**config.mk**
```make
export PLATFORM = sky130hd
export DESIGN_NAME = can_bit_timing_search
export DESIGN_NICKNAME = d
export VERILOG_FILES = /design/src/sv/can_bts_pkg.sv /design/src/sv/can_bts_ctrl.sv /design/src/sv/can_bts_dp.sv /design/src/sv/can_bit_timing_search.sv
export SDC_FILE = /design/constraint.sdc
export NUM_CORES = 1
export LEC_CHECK = 0
export BUFFER_PORTS_ARGS = -buffer_cell sky130_fd_sc_hd__buf_2
export CAP_MARGIN = 40
export CORE_MARGIN = 2
export CORE_UTILIZATION = 60
export CTS_CLUSTER_DIAMETER = 200
export CTS_CLUSTER_SIZE = 12
export DETAILED_ROUTE_END_ITERATION = 10
export PLACE_DENSITY = 0.78
export SLEW_MARGIN = 20
export SYNTH_ARGS = -nofsm -noshare
export SYNTH_HDL_FRONTEND = slang
export SYNTH_SLANG_ARGS = --single-unit
```
**constraint.sdc**
```tcl
create_clock -name clk -period 4.86 [get_ports clk]
set_input_delay 0.486 -clock clk [delete_from_list [all_inputs] [get_ports clk]]
set_output_delay 0.486 -clock clk [all_outputs]
set_load 0.02 [all_outputs]
```
**src/sv/can_bts_pkg.sv**
```systemverilog
`default_nettype none
package can_bts_pkg;

  localparam int unsigned BaudW  = 20;
  localparam int unsigned ClkW   = 32;
  localparam int unsigned ProdW  = 14;
  localparam int unsigned BaseW  = 10;

  localparam logic [ClkW-1:0]  CLK_RATE_RST = 32'd48000000;
  localparam logic [3:0]       DIV_MAX      = 4'd15;
  localparam logic [4:0]       PRESC_M1_MAX = 5'd31;
  localparam logic [4:0]       SEG_MIN      = 5'd3;
  localparam logic [4:0]       SEG_MAX      = 5'd17;
  localparam logic [2:0]       SJW_MAX      = 3'd3;
  localparam logic [ProdW-1:0] CPB_MAX      = 14'd8704;
  localparam logic [4:0]       DIV_STEP_LAST = 5'd31;

  typedef struct packed {
    logic load;
    logic div_step;
    logic search_init;
    logic search_step;
    logic hit;
    logic load_out;
  } can_bts_cmd_t;

  typedef struct packed {
    logic baud_zero;
    logic div_last;
    logic out_of_range;
    logic match;
    logic search_last;
  } can_bts_status_t;

endpackage
`default_nettype wire

```
**src/sv/can_bts_ctrl.sv**
```systemverilog
`default_nettype none
module can_bts_ctrl (
  input  wire                          clk,
  input  wire                          rst_n,
  input  wire                          in_tvalid,
  output logic                         in_tready,
  output logic                         out_tvalid,
  input  wire                          out_tready,
  input  can_bts_pkg::can_bts_status_t sts,
  output can_bts_pkg::can_bts_cmd_t    cmd
);
  import can_bts_pkg::*;

  typedef enum logic [2:0] {
    ST_IDLE,
    ST_DIV,
    ST_INIT,
    ST_SEARCH,
    ST_FINISH
  } state_t;

  state_t state_r, state_nxt;
  logic   out_tvalid_r, out_tvalid_nxt;
  logic   out_free;

  assign in_tready  = (state_r == ST_IDLE);
  assign out_tvalid = out_tvalid_r;
  assign out_free   = !out_tvalid_r || out_tready;

  always_comb begin
    state_nxt      = state_r;
    out_tvalid_nxt = out_tvalid_r && !out_tready;
    cmd            = '0;
    case (state_r)
      ST_IDLE: begin
        if (in_tvalid) begin
          cmd.load  = 1'b1;
          state_nxt = ST_DIV;
        end
      end
      ST_DIV: begin
        if (sts.baud_zero) begin
          state_nxt = ST_FINISH;
        end else begin
          cmd.div_step = 1'b1;
          if (sts.div_last) state_nxt = ST_INIT;
        end
      end
      ST_INIT: begin
        cmd.search_init = 1'b1;
        state_nxt       = ST_SEARCH;
      end
      ST_SEARCH: begin
        if (sts.out_of_range) begin
          state_nxt = ST_FINISH;
        end else if (sts.match) begin
          cmd.hit   = 1'b1;
          state_nxt = ST_FINISH;
        end else if (sts.search_last) begin
          state_nxt = ST_FINISH;
        end else begin
          cmd.search_step = 1'b1;
        end
      end
      ST_FINISH: begin
        // hold the result until the output register is free
        if (out_free) begin
          cmd.load_out   = 1'b1;
          out_tvalid_nxt = 1'b1;
          state_nxt      = ST_IDLE;
        end
      end
      default: state_nxt = ST_IDLE;
    endcase
  end

  always_ff @(posedge clk) begin
    if (!rst_n) begin
      state_r      <= ST_IDLE;
      out_tvalid_r <= 1'b0;
    end else begin
      state_r      <= state_nxt;
      out_tvalid_r <= out_tvalid_nxt;
    end
  end

endmodule
`default_nettype wire

```
**src/sv/can_bts_dp.sv**
```systemverilog
`default_nettype none
module can_bts_dp (
  input  wire                                  clk,
  input  wire                                  rst_n,
  input  wire                                  cfg_wr_en,
  input  wire  [can_bts_pkg::ClkW-1:0]         cfg_wr_data,
  input  wire  [can_bts_pkg::BaudW-1:0]        bit_rate,
  input  can_bts_pkg::can_bts_cmd_t            cmd,
  output can_bts_pkg::can_bts_status_t         sts,
  output logic                                 found,
  output logic [3:0]                           prescaler_div,
  output logic [14:0]                          timing_word
);
  import can_bts_pkg::*;

  logic [ClkW-1:0]  clock_rate_r;
  logic [BaudW-1:0] baud_r;
  logic [BaudW-1:0] rem_r, rem_nxt;
  logic [ClkW-1:0]  quo_r, quo_nxt;
  logic [4:0]       cnt_r;
  logic [BaudW:0]   rem_sh;
  logic [BaudW:0]   rem_sub;
  logic             q_bit;

  logic [3:0]       dv_r, dv_nxt;
  logic [4:0]       prm1_r, prm1_nxt;
  logic [4:0]       sg_r, sg_nxt;
  logic [BaseW-1:0] base_r, base_nxt;
  logic [ProdW-1:0] prod_r, prod_nxt;
  logic             found_r;

  logic             out_found_r;
  logic [3:0]       out_div_r;
  logic [14:0]      out_word_r;

  logic [3:0]       rest;
  logic [2:0]       s1;
  logic [2:0]       s2;
  logic [1:0]       sjw;
  logic [14:0]      word;

  // restoring division, one quotient bit per cycle
  assign rem_sh  = {rem_r, quo_r[ClkW-1]};
  assign rem_sub = rem_sh - {1'b0, baud_r};
  assign q_bit   = (rem_sh >= {1'b0, baud_r});
  assign rem_nxt = q_bit ? rem_sub[BaudW-1:0] : rem_sh[BaudW-1:0];
  assign quo_nxt = {quo_r[ClkW-2:0], q_bit};

  assign sts.baud_zero    = (baud_r == '0);
  assign sts.div_last     = (cnt_r == DIV_STEP_LAST);
  assign sts.out_of_range = (quo_r == '0) || (quo_r > {{(ClkW-ProdW){1'b0}}, CPB_MAX});
  assign sts.match        = (quo_r[ProdW-1:0] == prod_r);
  assign sts.search_last  = (dv_r == DIV_MAX) && (prm1_r == PRESC_M1_MAX) && (sg_r == SEG_MAX);

  // walk segments fastest, then prescaler, then divider; product kept by adds
  always_comb begin
    dv_nxt   = dv_r;
    prm1_nxt = prm1_r;
    sg_nxt   = sg_r;
    base_nxt = base_r;
    prod_nxt = prod_r + {{(ProdW-BaseW){1'b0}}, base_r};
    if (sg_r == SEG_MAX) begin
      sg_nxt = SEG_MIN;
      if (prm1_r == PRESC_M1_MAX) begin
        prm1_nxt = '0;
        dv_nxt   = dv_r + 4'd1;
        base_nxt = {{(BaseW-4){1'b0}}, dv_r} + BaseW'(2);
      end else begin
        prm1_nxt = prm1_r + 5'd1;
        base_nxt = base_r + {{(BaseW-4){1'b0}}, dv_r} + BaseW'(1);
      end
      prod_nxt = {{(ProdW-BaseW){1'b0}}, base_nxt}
               + {{(ProdW-BaseW-1){1'b0}}, base_nxt, 1'b0};
    end else begin
      sg_nxt = sg_r + 5'd1;
    end
  end

  // split segments and pack the timing word
  always_comb begin
    rest = 4'(sg_r - SEG_MIN);
    s1   = rest[3:1];
    s2   = 3'(rest - {1'b0, s1});
    sjw  = ({1'b0, s1} > {1'b0, SJW_MAX}) ? SJW_MAX[1:0] : s1[1:0];
    word = {s2, 1'b0, s1, sjw, 1'b0, prm1_r};
  end

  always_ff @(posedge clk) begin
    if (!rst_n) begin
      clock_rate_r <= CLK_RATE_RST;
    end else if (cfg_wr_en) begin
      clock_rate_r <= cfg_wr_data;
    end
  end

  always_ff @(posedge clk) begin
    if (cmd.load) begin
      baud_r  <= bit_rate;
      rem_r   <= '0;
      quo_r   <= clock_rate_r;
      cnt_r   <= '0;
      found_r <= 1'b0;
    end
    if (cmd.div_step) begin
      rem_r <= rem_nxt;
      quo_r <= quo_nxt;
      cnt_r <= cnt_r + 5'd1;
    end
    if (cmd.search_init) begin
      dv_r   <= '0;
      prm1_r <= '0;
      sg_r   <= SEG_MIN;
      base_r <= BaseW'(1);
      prod_r <= ProdW'(3);
    end
    if (cmd.search_step) begin
      dv_r   <= dv_nxt;
      prm1_r <= prm1_nxt;
      sg_r   <= sg_nxt;
      base_r <= base_nxt;
      prod_r <= prod_nxt;
    end
    if (cmd.hit) found_r <= 1'b1;
    if (cmd.load_out) begin
      out_found_r <= found_r;
      out_div_r   <= found_r ? dv_r : 4'd0;
      out_word_r  <= found_r ? word : 15'd0;
    end
  end

  assign found         = out_found_r;
  assign prescaler_div = out_div_r;
  assign timing_word   = out_word_r;

endmodule
`default_nettype wire

```
**src/sv/can_bit_timing_search.sv**
```systemverilog
// CAN bit timing search: clock rate / bit rate, then first exact divider/prescaler/segment fit.
// Sequence: load, 32-step division, search setup, search over up to 7680 triples, finish.
// A zero bit rate skips division and search; a clocks-per-bit outside 1..8704 skips the search.
// One request at a time: a new one is taken only in idle, after the last result has gone into the
// output register (which may still wait for out_tready); the search tests one triple per cycle.
// Reset (rst_n low, synchronous) returns control to idle and clock_rate to 48000000.
`default_nettype none
module can_bit_timing_search (
  input  wire         clk,
  input  wire         rst_n,
  input  wire         cfg_wr_en,
  input  wire  [31:0] cfg_wr_data,   // clock_rate
  input  wire         in_tvalid,
  output logic        in_tready,
  input  wire  [23:0] in_tdata,      // [19:0] bit_rate, [23:20] zero
  output logic        out_tvalid,
  input  wire         out_tready,
  output logic [23:0] out_tdata      // [0] found, [4:1] prescaler_div, [19:5] timing_word
);
  import can_bts_pkg::*;

  can_bts_cmd_t    cmd;
  can_bts_status_t sts;
  logic            found;
  logic [3:0]      prescaler_div;
  logic [14:0]     timing_word;

  can_bts_ctrl u_ctrl (
    .clk        (clk),
    .rst_n      (rst_n),
    .in_tvalid  (in_tvalid),
    .in_tready  (in_tready),
    .out_tvalid (out_tvalid),
    .out_tready (out_tready),
    .sts        (sts),
    .cmd        (cmd)
  );

  can_bts_dp u_dp (
    .clk           (clk),
    .rst_n         (rst_n),
    .cfg_wr_en     (cfg_wr_en),
    .cfg_wr_data   (cfg_wr_data),
    .bit_rate      (in_tdata[BaudW-1:0]),
    .cmd           (cmd),
    .sts           (sts),
    .found         (found),
    .prescaler_div (prescaler_div),
    .timing_word   (timing_word)
  );

  assign out_tdata = {4'd0, timing_word, prescaler_div, found};

endmodule
`default_nettype wire
```
Word-level counts from Yosys, hierarchy flattened
Cells that the tools add are included.

Flip-flop bits (word level): 172. Input port bits: 61. Output and inout bits: 26. Logic and storage cells: 111.

Add/subtract/negate cells: 12. Magnitude comparators: 3. Equality and inequality tests: 15. Muxes and demuxes: 49. Reductions and logical operators: 15.

Operator list (count): two-way mux 32 bit (2); two-way mux 20 bit (3); two-way mux 10 bit (5); two-way mux 5 bit (9); two-way mux 14 bit (3); greater-than comparator 32 x 14 -> 1 bit, second input constant (1); zero test 32 bit (1); greater-or-equal comparator 21 x 20 -> 1 bit (1); two-way mux 3 bit (7); zero test 20 bit (1); subtractor 20 bit (1); two-way mux 4 bit (4); adder 5 x 1 -> 5 bit, second input constant (3); == test 5 bit, second input constant (3); one-hot mux 3 bit (5 select lines) (1); adder 14 x 10 -> 14 bit (1); == test 14 bit (1); adder 10 x 11 -> 12 bit (1); two-way mux 1 bit (12); adder 10 x 1 -> 10 bit, second input constant (1); adder 10 x 4 -> 10 bit (1); == test 3 x 2 -> 1 bit, second input constant (2); two-way mux 2 bit (3); != test 2 x 1 -> 1 bit, second input constant (3); 19 further kinds (24).

Depth between registers and ports, before layout
Gate-level depths: netlist of the first run.

Depth after elaboration: 9. Gate-level depth with buffers: 17. Gate-level depth less buffers: 17.

Modules after synthesis
A second synthesis of the first run with hierarchy kept.

Cell total of the unflattened synthesis: 845. Area, all modules: 9531.6 µm².

Modules (own cells, without submodules): can_bts_dp (instances 1, cells each 812, area an instance 9225.1 µm², seq. area each 4654.5 µm²); can_bts_ctrl (instances 1, cells each 27, area an instance 265.3 µm², seq. area each 80.1 µm²); can_bit_timing_search (instances 1, cells each 6, area an instance 41.3 µm², seq. area each 0.0 µm²).

Worst setup path after synthesis of the first run
OpenSTA, ideal clock, no wires.

Path kind: register -> register. From: reg u_dp.prm1_r[0]. To: reg u_dp.prod_r[10] (data pin). Setup time: 0.274 ns. Arrival: 3.400 ns. Data required time: 4.586 ns. Slack: 1.186 ns. Stages on the path, launching flop included: 16. Path buffers: 2. Clock period less this slack: 3.674 ns. Cell sequence: edfxtp_1 ha_1 and3_1 ha_1 buf_2 clkbuf_1 o21ai_0 ha_1 a21o_1 a21o_1 o31ai_1 a311oi_1 o21a_1 o21bai_1 mux2i_1 a211oi_1.

Word-level cells in the longest chain between the ends: 8. Elaborated cells on any way between the ends: 12. Those cells by class: add/sub (1); eq/ne (1); mux (8); reduce/logical (2).

Ends and longest elaborated chain: start: declaration (RTL line can_bts_dp.sv:26) `logic [4:0] prm1_r, prm1_nxt;`; start signal: assignment (RTL line can_bts_dp.sv:118) `prm1_r <= prm1_nxt;`; == test 5 bit (*) (RTL line can_bts_dp.sv:53, can_bts_dp.sv:64); parallel branches: the longest is 6 deep, another holds adder 10 x 11 -> 12 bit; two-way mux 14 bit (*) (RTL line can_bts_dp.sv:116) `if (cmd.search_step) begin`; end signal: assignment (RTL line can_bts_dp.sv:114) `prod_r <= ProdW'(3);`; end signal: assignment (RTL line can_bts_dp.sv:121) `prod_r <= prod_nxt;`; end: declaration (RTL line can_bts_dp.sv:29) `logic [ProdW-1:0] prod_r, prod_nxt;`.

Mark *: on every way between the ends. The select of a mux whose other input is x is not followed. A chain may end at the register's enable or synchronous reset.

Worst setup path after layout of the first run
Same ends and word-level chain as after synthesis.

==> tab_implementation.tex, run 1 <==
\begin{tabular}{lr}
\hline
Metric & Value \\
\hline
\multicolumn{2}{l}{\textbf{Status}} \\
Result of the run & finished clean \\
\multicolumn{2}{l}{\textbf{CTS}} \\
Setup Buffers After CTS & 0 \\
Clock sink count & 170 \\
Number of cells upsized or downsized after cts & 0 \\
CTS tree & built \\
Maximum level of the CTS H-tree & 4 \\
Total CTS buffers & 17 \\
Deepest clock path buffer count & 2 \\
Number of hold-repair buffers added at the cts stage & 0 \\
Insertion delay of the later-clocked pin in the worst-skew pair & 430 ps \\
Master cell of the clock root buffer & clkbuf\_16 \\
Clock transition at the registers of the reported paths & approximately 70 ps \\
\multicolumn{2}{l}{\textbf{Timing}} \\
Maximum achievable frequency & 240 MHz \\
Setup slack of the critical path after layout & 701 ps \\
Final hold violation count & 0 \\
Minimum period implied by the final worst setup slack & just over 4000 ps \\
Max\_slew headroom & 0.484 \\
Slew @ Worst Pin & between 700 and 800 ps \\
Count of final max-slew check failures & 0 \\
Clock skew after layout & $\sim$11 ps \\
\# setup viols final & 0 \\
Setup repair after global routing missed its margin & false \\
Period utilization & 0.856 \\
Final TNS setup & 0 ps \\
\multicolumn{2}{l}{\textbf{Global routing}} \\
Wire length of the first global-routing pass & approximately 30 mm \\
Total global routing track utilization & 0.228 \\
Via count of the first global-routing pass & between 6000 and 7000 \\
Antenna violations before repair & 0 \\
Maximum number of pins on one net before global-route repair & 61 \\
GRT overflow & 0 \\
\multicolumn{2}{l}{\textbf{Placement}} \\
Area post-placement & between 0.01 and 0.015 mm2 \\
Post-placement setup slack & between 700 and 800 ps \\
Port Buf Inserts & 76 \\
RD Place Congestion & around 0.85 \\
Final HPWL from detailed placement & between 10 and 15 mm \\
\multicolumn{2}{l}{\textbf{Route}} \\
\# DRC & 0 \\
ANT nets after route & 0 \\
Number of optimization iterations in the first detailed-route pass & 5 \\
Post-detailed-route via-to-cell ratio & $\sim$5.5 \\
Routed wirelength normalized by instance count & 15.7 um \\
Total number of vias & 6462 \\
Total wire length & 18.3 mm \\
First-iteration detailed-routing DRC count & between 200 and 300 \\
\multicolumn{2}{l}{\textbf{Worst hold path}} \\
Endpoint with the worst hold slack & u\_dp.baud\_r[7]\$\_DFFE\_PP\_ \\
Number of instances on the worst hold path & 1 \\
Min-delay src & in\_tdata[7] \\
Class of the worst hold path & in -> reg \\
\multicolumn{2}{l}{\textbf{Logic synthesis}} \\
Number of distinct standard cells referenced by the synthesized netlist & 70 \\
Sequential area share after synthesis & 0.494 \\
Post-synth top area cell & edfxtp\_1 \\
EDFF count, synth & 133 \\
Leading cell type by number of instances after synthesis & edfxtp\_1 \\
Leading post-synthesis cells by instance count & edfxtp\_1 (133), nor2\_1 (86), ha\_1 (57) \\
Average cell area after synthesis & 11.0 um2 \\
Most frequently used flop master after synthesis & edfxtp\_1 \\
Top cells by area in the synthesized netlist & edfxtp\_1 (42\%), dfxtp\_1 (7.7\%), ha\_1 (7.4\%) \\
Flop and latch count out of synthesis & 170 \\
Syn Inst Count & 867 \\
Yosys warning total & 0 \\
Mapped cell area & $\sim$0.0096 mm2 \\
Area share of the largest cell type after synthesis & 0.417 \\
Proportion of register bits with asynchronous set or reset after synthesis & 0 \\
\multicolumn{2}{l}{\textbf{Critical path}} \\
Critical R2R Launch & u\_dp.prm1\_r[0]\$\_SDFFCE\_PP0P\_ \\
WS Path Type & reg -> reg \\
Kind of start point of the critical path & flip-flop \\
Arr. time, crit path & between 4000 and 5000 ps \\
Worst EP required & about 5000 ps \\
Cells on worst reg2reg path & 15 \\
Register-to-register path setup slack & between 700 and 800 ps \\
Critical path fanouts, max & 15 \\
Timing startpoint of the critical path & u\_dp.prm1\_r[0]\$\_SDFFCE\_PP0P\_ \\
Critical Path End Type & flip-flop \\
Reg-to-reg endpoint & u\_dp.prod\_r[10]\$\_SDFFCE\_PP0P\_ \\
\multicolumn{2}{l}{\textbf{Cells and area}} \\
Post-route standard cell area excluding fillers & about 0.011 mm2 \\
Synth-to-layout area growth & 12.7\% \\
Number of fill cells in the layout & 1230 \\
N\_diodes & 0 \\
Fraction of final layout cells with drive strength greater than 1 & 0.186 \\
Nets & around 1100 \\
Final Util & 0.685 \\
\multicolumn{2}{l}{\textbf{Die}} \\
Number of primary I/O pins & a little under 90 \\
Die X-Extent & 130 um \\
Die footprint & about 0.017 mm2 \\
Effective utilization at floorplan & 0.607 \\
FP Rows & 46 \\
Core Area & 0.0158 mm2 \\
Height of the die & $\sim$130 um \\
\multicolumn{2}{l}{\textbf{Power and ir drop}} \\
Total power after layout & between 0.003 and 0.004 W \\
Power per Cell Area & roughly 330 mW/mm2 \\
Leakage power figure & 4.49 nW \\
Worst-case vdd ir drop & 210 uV \\
\multicolumn{2}{l}{\textbf{Job}} \\
Max-capacitance violation count & 0 \\
\hline
\end{tabular}
-- critical path, cell delays in order, from the launching register on --
cell and delay (ps):
edfxtp_1 390, ha_1 200, and3_1 170, ha_1 490, nand2b_1 190, nor2_1 40
a221o_1 370, or2_2 320, ha_1 340, a21o_1 200, o31ai_1 320, a311oi_1 190
o21a_1 220, o21bai_1 150, mux2i_1 200, a211oi_1 90
-- cell usage in the layout, fill, tap and decap left out, drive strengths merged, types with 4 or more instances in the layout --
cell	netlist	routed
nor2	86	86
nor4	15	15
o21a	9	9
xnor2	29	29
clkbuf	22	20
or2	11	11
nand3	13	13
o21ai	28	28
nor3	17	17
ha	57	57
edfxtp	133	133
dfxtp	37	37
a21boi	4	4
nor3b	5	5
nor2b	39	39
mux2	33	33
clkinv	0	6
a211oi	12	12
fa	4	4
a31oi	4	4
xor2	31	31
nand4	6	6
a21oi	36	36
inv	49	55
conb	1	6
a21o	11	11
buf	13	86
o211ai	5	5
mux2i	45	45
o31ai	4	4
and2	20	20
nand2	44	44
and3	11	11
-- cell type report --
| type | instances | area, um2 | share of cell area |
|---|---|---|---|
| clock buffers | 20 | 467 | 0.0432 |
| clock inverters | 12 | 130 | 0.0120 |
| inverters | 49 | 184 | 0.0170 |
| multi-input cells | 618 | 4530 | 0.419 |
| flip-flops and latches | 170 | 4730 | 0.438 |
| well taps | 216 | 270 | 0.0250 |
| repair buffers | 86 | 488 | 0.0452 |
-- kinds of logic after synthesis --
kind of cell,Yosys count,share of synthesized area
adders and majority gates,61,0.0828
AOI/OAI and AO/OA,134,0.0960
muxes,78,0.0858
other,1,0.000391
buffers and inverters,84,0.0374
DFF,170,0.494
xor gates and xnor gates,60,0.0549
and+or+nand+nor,279,0.149
-- layer usage --
layer / GRT usage / vias to the layer above / routed length (um)
met4: 0.0632 / 0 / 345
li1: - / 3255 / -
met2: 0.372 / 141 / 8520
met1: 0.315 / 3036 / 8790
met3: 0.0447 / 30 / 678
met5: 0 / - / 0
-- where the power goes --
| group | switching (W) | internal [W] | total, W |
|---|---|---|---|
| clock network | 0.000600 | 0.000722 | 0.00132 |
| logic | 0.000297 | 0.000246 | 0.000543 |
| registers | 0.0000624 | 0.00168 | 0.00174 |
| total | 0.000960 | 0.00265 | 0.00361 |
-- registers in the layout (all words and copies together) (netlist names) --
signal / count
u_dp.clock_rate_r: 32
u_dp.quo_r: 32
u_dp.baud_r: 20
u_dp.rem_r: 20
u_dp.prod_r: 14
u_dp.timing_word: 13
u_dp.base_r: 10
u_dp.cnt_r: 5
u_dp.prm1_r: 5
u_dp.sg_r: 5
u_dp.dv_r: 4
u_dp.prescaler_div: 4
u_ctrl.state_r: 3
u_ctrl.out_tvalid: 1
u_dp.found: 1
u_dp.found_r: 1
-- per-stage QoR --
stage          hold slack [ps]  instances
5_1_grt                    207       1171
3_5_place_dp               459       1138
6_report                   230       1171
2_1_floorplan              436        872
4_1_cts                    215       1170
3_3_place_gp               455       1136
-- worst max-delay path by stage --
stage | endpoint | slack, ps | cells after the start
6_report | u_dp.prod_r[10]$_SDFFCE_PP0P_ | 700 | 15
5_1_grt | u_dp.prod_r[10]$_SDFFCE_PP0P_ | 470 | 15
4_1_cts | u_dp.prod_r[10]$_SDFFCE_PP0P_ | 740 | 15
3_5_place_dp | u_dp.prod_r[10]$_SDFFCE_PP0P_ | 760 | 15
3_3_place_gp | u_dp.prod_r[10]$_SDFFCE_PP0P_ | 820 | 16
2_1_floorplan | u_dp.prod_r[10]$_SDFFCE_PP0P_ | 1190 | 15
(Power assumes the default switching activity.)
==> inputs of run 2 (changes only) <==
SYNTH_HIERARCHICAL = 1   (was default)
==> tab_implementation.tex, run 2 <==
\begin{tabular}{lr}
\hline
Metric & Value \\
\hline
\multicolumn{2}{l}{\textbf{Cells and area}} \\
Nets & around 1000 \\
Fraction of final layout cells with drive strength greater than 1 & 0.184 \\
N\_diodes & 0 \\
Top Registers & u\_dp/clock\_rate\_r (32), u\_dp/quo\_r (32) \\
Most common cell after layout, fill and taps aside & edfxtp\_1 \\
Commonest cells after routing, fill and taps aside & edfxtp\_1 (133), buf\_2 (76), nand2\_1 (54) \\
Synth-to-layout area growth & 12.8\% \\
\multicolumn{2}{l}{\textbf{CTS}} \\
Number of cells upsized or downsized after cts & 0 \\
CTS tree & built \\
Clock transition at the registers of the reported paths & 70 ps \\
Deepest clock path buffer count & 2 \\
Number of hold-repair buffers added at the cts stage & 0 \\
Master cell of the clock root buffer & clkbuf\_16 \\
Clock sink count & between 150 and 200 \\
Setup Buffers After CTS & 0 \\
Insertion delay of the later-clocked pin in the worst-skew pair & 430 ps \\
Total CTS buffers & 17 \\
Maximum level of the CTS H-tree & 4 \\
\multicolumn{2}{l}{\textbf{Die}} \\
Core Area & approximately 0.016 mm2 \\
Effective utilization at floorplan & 0.607 \\
Die footprint & around 0.017 mm2 \\
Height of the die & between 100 and 150 um \\
FP Rows & 46 \\
Die X-Extent & between 100 and 150 um \\
Number of primary I/O pins & 87 \\
\multicolumn{2}{l}{\textbf{Logic synthesis}} \\
Average cell area after synthesis & approximately 11 um2 \\
Proportion of register bits with asynchronous set or reset after synthesis & 0 \\
Leading cell type by number of instances after synthesis & edfxtp\_1 \\
Most frequently used flop master after synthesis & edfxtp\_1 \\
Sequential area share after synthesis & 0.497 \\
Number of distinct standard cells referenced by the synthesized netlist & between 70 and 80 \\
EDFF count, synth & between 100 and 150 \\
Top cells by area in the synthesized netlist & edfxtp\_1 (42\%), dfxtp\_1 (7.8\%), ha\_1 (7.0\%) \\
Mapped cell area & about 0.0095 mm2 \\
Yosys warning total & 6 \\
Flop and latch count out of synthesis & 170 \\
Leading post-synthesis cells by instance count & edfxtp\_1 (133), nand2\_1 (54), ha\_1 (53) \\
Syn Inst Count & between 800 and 900 \\
Area share of the largest cell type after synthesis & 0.419 \\
Post-synth top area cell & edfxtp\_1 \\
\multicolumn{2}{l}{\textbf{Power and ir drop}} \\
Power per Cell Area & 398 mW/mm2 \\
Leakage power figure & 4.43 nW \\
Worst-case vdd ir drop & 257 uV \\
\multicolumn{2}{l}{\textbf{Job}} \\
Max-capacitance violation count & 0 \\
\multicolumn{2}{l}{\textbf{Worst hold path}} \\
Class of the worst hold path & in -> reg \\
\multicolumn{2}{l}{\textbf{Placement}} \\
Final HPWL from detailed placement & around 13 mm \\
Port Buf Inserts & 76 \\
RD Place Congestion & $\sim$0.83 \\
\multicolumn{2}{l}{\textbf{Global routing}} \\
Antenna violations before repair & 0 \\
GRT overflow & 0 \\
Maximum number of pins on one net before global-route repair & 62 \\
Via count of the first global-routing pass & around 6100 \\
Wire length of the first global-routing pass & $\sim$30 mm \\
Total global routing track utilization & 0.224 \\
\multicolumn{2}{l}{\textbf{Timing}} \\
Clock skew after layout & 11.6 ps \\
Final hold violation count & 0 \\
Count of final max-slew check failures & 0 \\
Minimum period implied by the final worst setup slack & approximately 3800 ps \\
Slew @ Worst Pin & between 700 and 800 ps \\
\# setup viols final & 0 \\
Setup repair after global routing missed its margin & false \\
Worst hold-check slack & 224 ps \\
Period utilization & 0.773 \\
Maximum achievable frequency & between 200 and 300 MHz \\
Final TNS setup & 0 ps \\
Max\_slew headroom & 0.488 \\
\multicolumn{2}{l}{\textbf{Route}} \\
First-iteration detailed-routing DRC count & approximately 400 \\
ANT nets after route & 0 \\
Post-detailed-route via-to-cell ratio & between 5 and 6 \\
Number of optimization iterations in the first detailed-route pass & 6 \\
Total wire length & between 15 and 20 mm \\
Total number of vias & 6380 \\
\# DRC & 0 \\
Routed wirelength normalized by instance count & 15.6 um \\
\multicolumn{2}{l}{\textbf{Critical path}} \\
Largest delay share family, worst path & compound AO/OA/AOI/OAI gates \\
Kind of start point of the critical path & flip-flop \\
Most common cell on crit path & a21oi\_1 \\
CP peak stage delay & roughly 500 ps \\
Critical path fanouts, max & 7 \\
Arr. time, crit path & just under 4000 ps \\
Worst EP required & just over 5000 ps \\
Critical Path End Type & flip-flop \\
WS Path Type & reg -> reg \\
Cell-by-cell trace of the critical path & ha\_1 > nor2b\_1 > o21a\_1 > o21a\_1 > or2\_2 > nand2\_1 > xor2\_1 > nor2\_1 > ha\_1 > or2\_2 > a21oi\_1 > a31oi\_1 > a31o\_1 > a21oi\_1 > a21oi\_1 \\
Crit path buf inv count & 0 \\
Max stage delay cell, worst path & edfxtp\_1 \\
\multicolumn{2}{l}{\textbf{Status}} \\
Result of the run & finished clean \\
\hline
\end{tabular}
## run 2: changes by cell type after synthesis, sizes merged, moves of 10 or more
cell   previous run  this run
nor2             86        46
and2             20        37
nor2b            39        50
nand2            44        54
xnor2            29        39
xor2             31        21
## run 2: worst reg2reg max path, cell delays in order, from the launching register on
cell,delay (ps)
edfxtp_1,500
ha_1,330
nor2b_1,130
o21a_1,180
o21a_1,220
or2_2,300
nand2_1,80
xor2_1,150
nor2_1,80
ha_1,370
or2_2,300
a21oi_1,210
a31oi_1,110
a31o_1,280
a21oi_1,170
a21oi_1,80
## run 2: per-stage QoR
step	worst slack, ps	instance area [um2]	std cells	util	total power, W
2_1_floorplan	1450	9550	849	-	0.00266
3_3_place_gp	1220	10100	1111	0.641	0.00284
3_5_place_dp	1110	10100	1114	0.645	0.00290
4_1_cts	1090	10800	1146	0.684	0.00429
5_1_grt	924	10800	1146	0.684	0.00449
6_report	1100	10800	1146	0.684	0.00428
## run 2: path summary, 6_finish.rpt
check	to	depth (start not counted)	from	slack, ps
worst min-delay path	u_dp/baud_r[17]$_DFFE_PP_	1	in_tdata[17]	220
worst min register to register	u_dp/clock_rate_r[23]$_SDFFE_PN1P_	2	u_dp/clock_rate_r[23]$_SDFFE_PN1P_	480
worst max-delay path	u_dp/prod_r[11]$_SDFFCE_PN0P_	15	u_dp/dv_r[1]$_SDFFCE_PN0P_	1100
worst max register to register	u_dp/prod_r[11]$_SDFFCE_PN0P_	15	u_dp/dv_r[1]$_SDFFCE_PN0P_	1100
## run 2: power breakdown
group	internal [W]	total [W]	leakage [nW]	switching (W)
clock	0.000807	0.00139	0.310	0.000587
combinational	0.000455	0.00102	2.53	0.000566
sequential	0.00176	0.00186	1.59	0.000103
## run 2: kinds of logic (layout without fill, tap and decap cells)
logic type	count (synthesis)	in the layout	synth area share
xor gates and xnor gates	60	60	0.0551
and+or+nand+nor	272	272	0.155
muxes	73	73	0.0809
DFF	170	170	0.497
adders and majority gates	58	58	0.0801
AOI/OAI and AO/OA	136	136	0.0981
buffers and inverters	74	155	0.0336
other	2	6	0.000788
## run 2: layout make-up
type	count	area, um2
repair buffers	83	473
inverters	40	150
clock buffers	23	543
flip-flops and latches	170	4730
well taps	216	270
fillers	1147	4960
clock inverters	9	80.1
multi-input cells	605	4500
## run 2: metal layers
layer  global-route usage  vias up  part of all wire
met4               0.0860        0             0.020
met2                0.354      154              0.46
met3               0.0426       27             0.039
met5                    0        -                 0
met1                0.309     3019              0.48
li1                     -     3180                 -
==> inputs of run 3 (changes only) <==
clock period = 3.54 ns   (was 4.86 ns; I/O delays follow)
==> tab_implementation.tex, run 3 (synthesis results as in run 2) <==
\begin{tabular}{lr}
\hline
Metric & Value \\
\hline
\multicolumn{2}{l}{\textbf{Global routing}} \\
Wire length of the first global-routing pass & approximately 30 mm \\
Antenna violations before repair & 0 \\
GRT overflow & 0 \\
Total global routing track utilization & 0.226 \\
Maximum number of pins on one net before global-route repair & 62 \\
Via count of the first global-routing pass & approximately 6100 \\
\multicolumn{2}{l}{\textbf{Timing}} \\
Maximum achievable frequency & approximately 290 MHz \\
Final TNS setup & 0 ps \\
Count of final max-slew check failures & 0 \\
\# setup viols final & 0 \\
Max\_slew headroom & 0.490 \\
Period utilization & 0.960 \\
Setup slack of the critical path after layout & 143 ps \\
Clock skew after layout & 11.2 ps \\
Slew @ Worst Pin & roughly 770 ps \\
Minimum period implied by the final worst setup slack & approximately 3400 ps \\
Final hold violation count & 0 \\
\multicolumn{2}{l}{\textbf{CTS}} \\
Insertion delay of the later-clocked pin in the worst-skew pair & 430 ps \\
Number of hold-repair buffers added at the cts stage & 0 \\
Clock transition at the registers of the reported paths & about 70 ps \\
Maximum level of the CTS H-tree & 4 \\
Total CTS buffers & 17 \\
Clock sink count & 170 \\
CTS tree & built \\
Master cell of the clock root buffer & clkbuf\_16 \\
Deepest clock path buffer count & 2 \\
\multicolumn{2}{l}{\textbf{Placement}} \\
\# placed instances & roughly 1100 \\
Area post-placement & between 0.01 and 0.015 mm2 \\
Final HPWL from detailed placement & about 13 mm \\
Port Buf Inserts & 76 \\
Post-placement setup slack & between 70 and 80 ps \\
RD Place Congestion & between 0.8 and 0.9 \\
\multicolumn{2}{l}{\textbf{Die}} \\
Effective utilization at floorplan & 0.607 \\
Die footprint & between 0.015 and 0.02 mm2 \\
Core Area & between 0.015 and 0.02 mm2 \\
Height of the die & approximately 130 um \\
Number of primary I/O pins & 87 \\
FP Rows & 46 \\
Die X-Extent & $\sim$130 um \\
\multicolumn{2}{l}{\textbf{Route}} \\
Number of optimization iterations in the first detailed-route pass & 5 \\
Post-detailed-route via-to-cell ratio & between 5 and 6 \\
First-iteration detailed-routing DRC count & between 400 and 500 \\
Routed wirelength normalized by instance count & $\sim$16 um \\
\# DRC & 0 \\
ANT nets after route & 0 \\
Total wire length & roughly 18 mm \\
Total number of vias & roughly 6400 \\
\multicolumn{2}{l}{\textbf{Critical path}} \\
Cells on worst reg2reg path & 15 \\
Worst EP required & approximately 3700 ps \\
Register-to-register path setup slack & around 140 ps \\
Cell-by-cell trace of the critical path & ha\_1 > nor2b\_1 > o21a\_1 > o21a\_1 > or2\_2 > nand2\_1 > xor2\_1 > nor2\_2 > ha\_4 > or2\_2 > a21oi\_4 > a31oi\_1 > a31o\_1 > a21oi\_1 > a21oi\_1 \\
Reg-to-reg endpoint & u\_dp/prod\_r[11]\$\_SDFFCE\_PN0P\_ \\
Arr. time, crit path & 3570 ps \\
Largest delay share family, worst path & compound AO/OA/AOI/OAI gates \\
Critical path fanouts, max & 3 \\
Kind of start point of the critical path & flip-flop \\
CP peak stage delay & 420 ps \\
Critical Path End Type & flip-flop \\
Max stage delay cell, worst path & edfxtp\_1 \\
WS Path Type & reg -> reg \\
Crit path buf inv count & 0 \\
Critical R2R Launch & u\_dp/base\_r[1]\$\_SDFFCE\_PN0P\_ \\
\multicolumn{2}{l}{\textbf{Power and ir drop}} \\
Total power after layout & approximately 0.0058 W \\
Leakage power figure & roughly 4.5 nW \\
Worst-case vdd ir drop & between 300 and 400 uV \\
Power per Cell Area & 532 mW/mm2 \\
\multicolumn{2}{l}{\textbf{Cells and area}} \\
Post-route standard cell area excluding fillers & $\sim$0.011 mm2 \\
Number of standard cells in the final layout excluding fillers & $\sim$1200 \\
N\_diodes & 0 \\
Top Registers & u\_dp/clock\_rate\_r (32), u\_dp/quo\_r (32) \\
Nets & roughly 1100 \\
Most common cell after layout, fill and taps aside & edfxtp\_1 \\
Fraction of final layout cells with drive strength greater than 1 & 0.204 \\
Synth-to-layout area growth & 13.9\% \\
Commonest cells after routing, fill and taps aside & edfxtp\_1 (133), buf\_2 (76), nand2\_1 (54) \\
\multicolumn{2}{l}{\textbf{Job}} \\
Max-capacitance violation count & 0 \\
\multicolumn{2}{l}{\textbf{Worst hold path}} \\
Min-delay src & in\_tdata[9] \\
Class of the worst hold path & in -> reg \\
Number of instances on the worst hold path & 1 \\
Endpoint with the worst hold slack & u\_dp/baud\_r[9]\$\_DFFE\_PP\_ \\
\multicolumn{2}{l}{\textbf{Status}} \\
Result of the run & finished clean \\
\hline
\end{tabular}
[run 3: cell count changes in the layout (fill, tap and decap cells not counted), sizes merged]
cell,change
clkbuf,-1
inv,-1
bufinv,+1
clkinv,+1
buf,+15
[run 3: report_power, final]
group,leakage [nW],internal [W],switching (W)
clock network,0.288,0.00104,0.000776
logic,2.60,0.000640,0.000766
registers,1.59,0.00242,0.000140
total,4.48,0.00409,0.00168
[run 3: worst max-delay path by stage]
stage,endpoint,slack (ps),startpoint,cells past startpoint
after floorplan,u_dp/prod_r[11]$_SDFFCE_PN0P_,130,u_dp/dv_r[1]$_SDFFCE_PN0P_,15
after CTS,u_dp/prod_r[11]$_SDFFCE_PN0P_,30,u_dp/dv_r[2]$_SDFFCE_PN0P_,12
after detailed placement,u_dp/prod_r[11]$_SDFFCE_PN0P_,70,u_dp/base_r[1]$_SDFFCE_PN0P_,15
after global routing,u_dp/prod_r[11]$_SDFFCE_PN0P_,-1,u_dp/base_r[1]$_SDFFCE_PN0P_,15
final,u_dp/prod_r[11]$_SDFFCE_PN0P_,140,u_dp/base_r[1]$_SDFFCE_PN0P_,15
after global placement,u_dp/prod_r[11]$_SDFFCE_PN0P_,140,u_dp/base_r[1]$_SDFFCE_PN0P_,15
[run 3: per-layer routing]
layer / track usage / vias to the layer above / wire (um) / share of wire
met1: 0.310 / 3046 / 8700 / 0.48
met2: 0.363 / 146 / 8550 / 0.47
li1: - / 3200 / - / -
met4: 0.0683 / 0 / 222 / 0.012
met3: 0.0500 / 15 / 800 / 0.044
met5: 0 / - / 0 / 0
[run 3: stage by stage]
step	utilization	hold slack [ps]
2_1_floorplan	-	437
3_3_place_gp	0.649	458
3_5_place_dp	0.650	460
4_1_cts	0.687	82.0
5_1_grt	0.691	71.9
6_report	0.691	95.0
[run 3: final cells by class]
cell class	instances	area, um2
clock inverters	10	103
well taps	216	270
repair buffers	98	583
multi-input cells	605	4540
clock buffers	22	474
fillers	1171	4850
flip-flops and latches	170	4730
inverters	40	150
[run 3: timing repair]
action / 4_1_cts / 5_1_grt
endpoints found under the setup margin: 0 / 5
gates resized for setup: 0 / 9
setup buffers: 0 / 3
